File: src/design/gbi_pkg.sv
// ----------------------------------------------------------------------------
// gbi_pkg
// Shared constants, codes and types of the grid bilinear interpolator.
// ----------------------------------------------------------------------------
package gbi_pkg;

   localparam int GBI_GRID_MAX = 64;

   // item codes carried in the mode field
   localparam logic [1:0] MODE_LOAD_X = 2'd0;
   localparam logic [1:0] MODE_LOAD_Y = 2'd1;
   localparam logic [1:0] MODE_LOAD_Z = 2'd2;
   localparam logic [1:0] MODE_QUERY  = 2'd3;

   typedef struct packed {
      logic        start;
      logic [31:0] num;
      logic [31:0] den;
   } div_req_type;

   typedef struct packed {
      logic        done;
      logic [31:0] quot;
   } div_rsp_type;

endpackage

File: src/design/gbi_div.sv
// ----------------------------------------------------------------------------
// gbi_div
// Bit-serial restoring divider for cell weights: quot = num * 2^31 / den,
// with num <= den, den > 0. One quotient bit per cycle.
// ----------------------------------------------------------------------------
module gbi_div (
   input  logic                clock,
   input  logic                reset,
   input  gbi_pkg::div_req_type div_req,
   output gbi_pkg::div_rsp_type div_rsp
);
   import gbi_pkg::*;

   logic        busy_ff, busy_in;
   logic        done_ff, done_in;
   logic [4:0]  cnt_ff, cnt_in;
   logic [32:0] rem_ff, rem_in;
   logic [31:0] den_ff, den_in;
   logic [31:0] quot_ff, quot_in;
   logic [32:0] rem_sh;
   logic        ge;

   assign rem_sh = {rem_ff[31:0], 1'b0};
   assign ge     = rem_sh >= {1'b0, den_ff};

   always_comb begin
      busy_in = busy_ff;
      done_in = 1'b0;
      cnt_in  = cnt_ff;
      rem_in  = rem_ff;
      den_in  = den_ff;
      quot_in = quot_ff;
      if (div_req.start) begin
         busy_in = 1'b1;
         cnt_in  = 5'd0;
         den_in  = div_req.den;
         // integer part is one only when num equals den
         if (div_req.num >= div_req.den) begin
            rem_in  = {1'b0, div_req.num - div_req.den};
            quot_in = 32'd1;
         end else begin
            rem_in  = {1'b0, div_req.num};
            quot_in = 32'd0;
         end
      end else if (busy_ff) begin
         rem_in  = ge ? rem_sh - {1'b0, den_ff} : rem_sh;
         quot_in = {quot_ff[30:0], ge};
         cnt_in  = cnt_ff + 5'd1;
         if (cnt_ff == 5'd30) begin
            busy_in = 1'b0;
            done_in = 1'b1;
         end
      end
   end

   always_ff @(posedge clock) begin
      if (reset) begin
         busy_ff <= 1'b0;
         done_ff <= 1'b0;
         cnt_ff  <= 5'd0;
      end else begin
         busy_ff <= busy_in;
         done_ff <= done_in;
         cnt_ff  <= cnt_in;
      end
      rem_ff  <= rem_in;
      den_ff  <= den_in;
      quot_ff <= quot_in;
   end

   assign div_rsp.done = done_ff;
   assign div_rsp.quot = quot_ff;

endmodule

File: config.mk
export PLATFORM = sky130hd
export DESIGN_NAME = gbi_div
export DESIGN_NICKNAME = d
export VERILOG_FILES = /design/src/design/gbi_pkg.sv /design/src/design/gbi_div.sv
export SDC_FILE = /design/constraint.sdc
export NUM_CORES = 1
export LEC_CHECK = 0
export BUFFER_PORTS_ARGS = -buffer_cell sky130_fd_sc_hd__buf_2
export CORE_AREA = 2 2 145 147
export CTS_BUF_LIST = sky130_fd_sc_hd__clkbuf_8
export CTS_CLUSTER_DIAMETER = 30
export DETAILED_ROUTE_END_ITERATION = 8
export DIE_AREA = 0 0 147 149
export PLACE_DENSITY = 0.72
export SLEW_MARGIN = 40
export SYNTH_ARGS = -nofsm -noshare
export SYNTH_HDL_FRONTEND = slang
export SYNTH_SLANG_ARGS = --single-unit
File: constraint.sdc
create_clock -name clock -period 3.2 [get_ports clock]
set_input_delay 0.32 -clock clock [delete_from_list [all_inputs] [get_ports clock]]
set_output_delay 0.32 -clock clock [all_outputs]
set_load 0.02 [all_outputs]
==> run_results.csv <==
group,metric,value,unit
run_status,status,"complete, no violations",
timing,slew_headroom,65.9,%
cts,cts_hold_buf,0,
synth,synth.distinct_cells,65,
timing,finalSetupViolations,0,
timing,timing.final.crit_period,3.13,ns
timing,drv_slew,0,
synth,netlist_area,7970,sq um
cts,root_buffer,"clkbuf_8",
synth,synthMostInstantiatedCell,"edfxtp_1",
synth,ys.flop_type,"edfxtp_1",
critical_path,path_max_fanout,16,
place,placement.io_buffers,99,
synth,syn_avg_cell_area,9.23,sq um
synth,ys_warn_count,0,
timing,hold_viol,0,
synth,ys_top_cells_by_area,"edfxtp_1 (36%), ha_1 (10%), a21oi_1 (5.4%)",
timing,fin_ws,0.0743,ns
pwr,irDropWorstVdd,0.256,mV
floorplanning,die_w,147,um
layout,layout.nets,1147,
synth,ys_seq_area_share,37.9,%
routing,totalWireLength,20.1,mm
synth,async_flop_share,0,%
routing,drtPass1Iterations,5,
floorplanning,rows,53,
layout,syn_to_final_growth,19.6,%
place,dp_hpwl,15.2,mm
floorplanning,coreArea,20600,sq um
min_path,hold_path.class,"input pin to register",
routing,drtIter0Drc,459,
cts,cts_buffers,9,
grt,grt_max_degree,87,
synth,ys_ff_latch,103,
cts,clock_sinks,103,
timing,tns,0,ns
cts,cts_tree,"done",
floorplanning,pin_count,100,
timing,max_freq,0.320,GHz
critical_path,path_class,"register to register",
timing,worst_pin_slew,0.512,ns
critical_path,end_kind,"register",
synth,synthCells,864,
pwr,power_density,629,nW/um^2
synth,yosys.area.top_type,"edfxtp_1",
grt,grt_pass1_wl,31.5,mm
place,dp_slack,-0.290,ns
synth,synth_top_area_share,36.2,%
timing,skew,0.0212,ns
flow_run,drv_cap,0,
cts,clkTransAtPathRegs,0.12,ns
synth,synth_edf_count,96,
critical_path,required,3.45,ns
grt,grt-ovfl-total,0,
timing,period_share,97.7,%
layout,antennaDiodeCount,0,
floorplanning,die-area,21900,sq um
layout,drive_gt1_share,22.4,%
place,postPlaceCellArea,9210,sq um
critical_path,startpoint_type,"register",
pwr,leakagePower,4.22,nW
grt,antenna_found_initial,0,
cts,clk_path_buf_depth,2,
routing,vias,6804,
place,finalWeightedCongestion,0.929,
layout,n_fill_cell,1968,
floorplanning,start_util,38.8,%
cts,clkLatencyLatePin,0.41,ns
layout,fin_area,9530,sq um
grt,grt_pass1_vias,6376,
grt,track_usage,17.8,%
cts,htree_num_levels,3,
floorplanning,die_y,149,um
critical_path,crit_arrival,3.38,ns
routing,drc,0,
routing,route.detailed.vias_per_inst,5.27,
routing,ant_nets,0,
routing,routedWlPerCell,15.6,um
synth,synth_common_cells,"edfxtp_1 (96), a21oi_1 (86), inv_1 (84)",
synth,synth_nets,999,
[power by group]
group          internal (W)  total [W]  leakage (nW)  switching [W]
combinational       0.00146    0.00327          3.10        0.00181
sequential          0.00176    0.00190          1.03       0.000139
clock              0.000300   0.000829        0.0974       0.000529
[stage by stage]
step	total power (W)	std cells	hold WS, ns	util (%)
after floorplan	0.00404	864	0.392	-
after global placement	0.00490	1272	0.491	44.8
after detailed placement	0.00494	1272	0.502	44.8
after CTS	0.00580	1288	0.0486	45.7
after global routing	0.00638	1292	0.0533	46.4
final	0.00600	1292	0.0573	46.4
[logic make-up after synthesis]
logic type	Yosys count	share of synthesized area (%)
AO/OA/AOI/OAI	272	23.0
XOR/XNOR	57	6.26
adder cells (fa/ha/maj)	68	10.9
buffers and inverters	120	6.51
flip-flops	103	37.9
multiplexers	11	1.38
AND/OR/NAND/NOR	233	14.1
[worst paths after layout]
kind,slack (ns),cells past startpoint,startpoint,to
hold / removal,0.06,2,reset,busy_ff
hold reg to reg,0.53,2,cnt_ff[1],cnt_ff[1]
setup reg to reg,0.07,12,rem_ff[5],rem_ff[16]
setup / recovery,0.07,12,rem_ff[5],rem_ff[16]
[per-layer routing]
metal	vias to the layer above	routed length, um	track usage (%)
li1	3417	-	-
met1	3141	9780	25.6
met2	212	8820	27.7
met3	34	1020	2.08
met4	0	496	6.30
met5	-	0	0
[timing repair]
item	CTS	global route
gates resized for setup	0	20
buffers inserted	0	2
endpoints found under the setup margin	0	32
[area by class of cell]
class	instances	area (sq um)	share of cell area, %
Timing Repair Buffer	173	1140	11.9
Clock inverter	7	58.8	0.617
Tap cell	275	344	3.61
Clock buffer	9	124	1.30
Multi-Input combinational cell	641	4530	47.5
Inverter	84	315	3.31
Sequential cell	103	3020	31.7
[worst max-delay path, cell delays in order, from the launching register on]
cell,delay (ns)
edfxtp_1,0.46
ha_1,0.45
and4_1,0.27
nand3_1,0.12
a21oi_2,0.16
a211oi_2,0.08
o31ai_4,0.28
a31oi_4,0.12
buf_4,0.17
clkbuf_16,0.18
buf_4,0.15
or3_1,0.34
a32oi_1,0.17
[state kept, by name, summed over array words and instances, names as in the netlist]
register  count
done_ff       1
rem_ff       32
den_ff       32
busy_ff       1
cnt_ff        5
quot_ff      32
[cells in the final DEF, fill, tap and decap left out, types with 10 or more instances in the layout]
master | Yosys | layout
a21o_1 | 31 | 31
inv_1 | 84 | 84
edfxtp_1 | 96 | 96
a31oi_1 | 12 | 10
mux2i_1 | 11 | 11
o211ai_1 | 13 | 13
buf_4 | 3 | 69
o21bai_1 | 13 | 13
nand3_1 | 14 | 14
o21ai_0 | 43 | 39
nor3_1 | 12 | 12
buf_2 | 4 | 98
xor2_1 | 24 | 24
nor2b_1 | 44 | 42
a211oi_2 | 11 | 14
xnor2_1 | 33 | 33
o21a_1 | 12 | 12
nand2_1 | 63 | 62
a21oi_1 | 86 | 82
nor2_1 | 63 | 63
ha_1 | 66 | 65
Note: power is estimated with default switching activity, not from simulation.
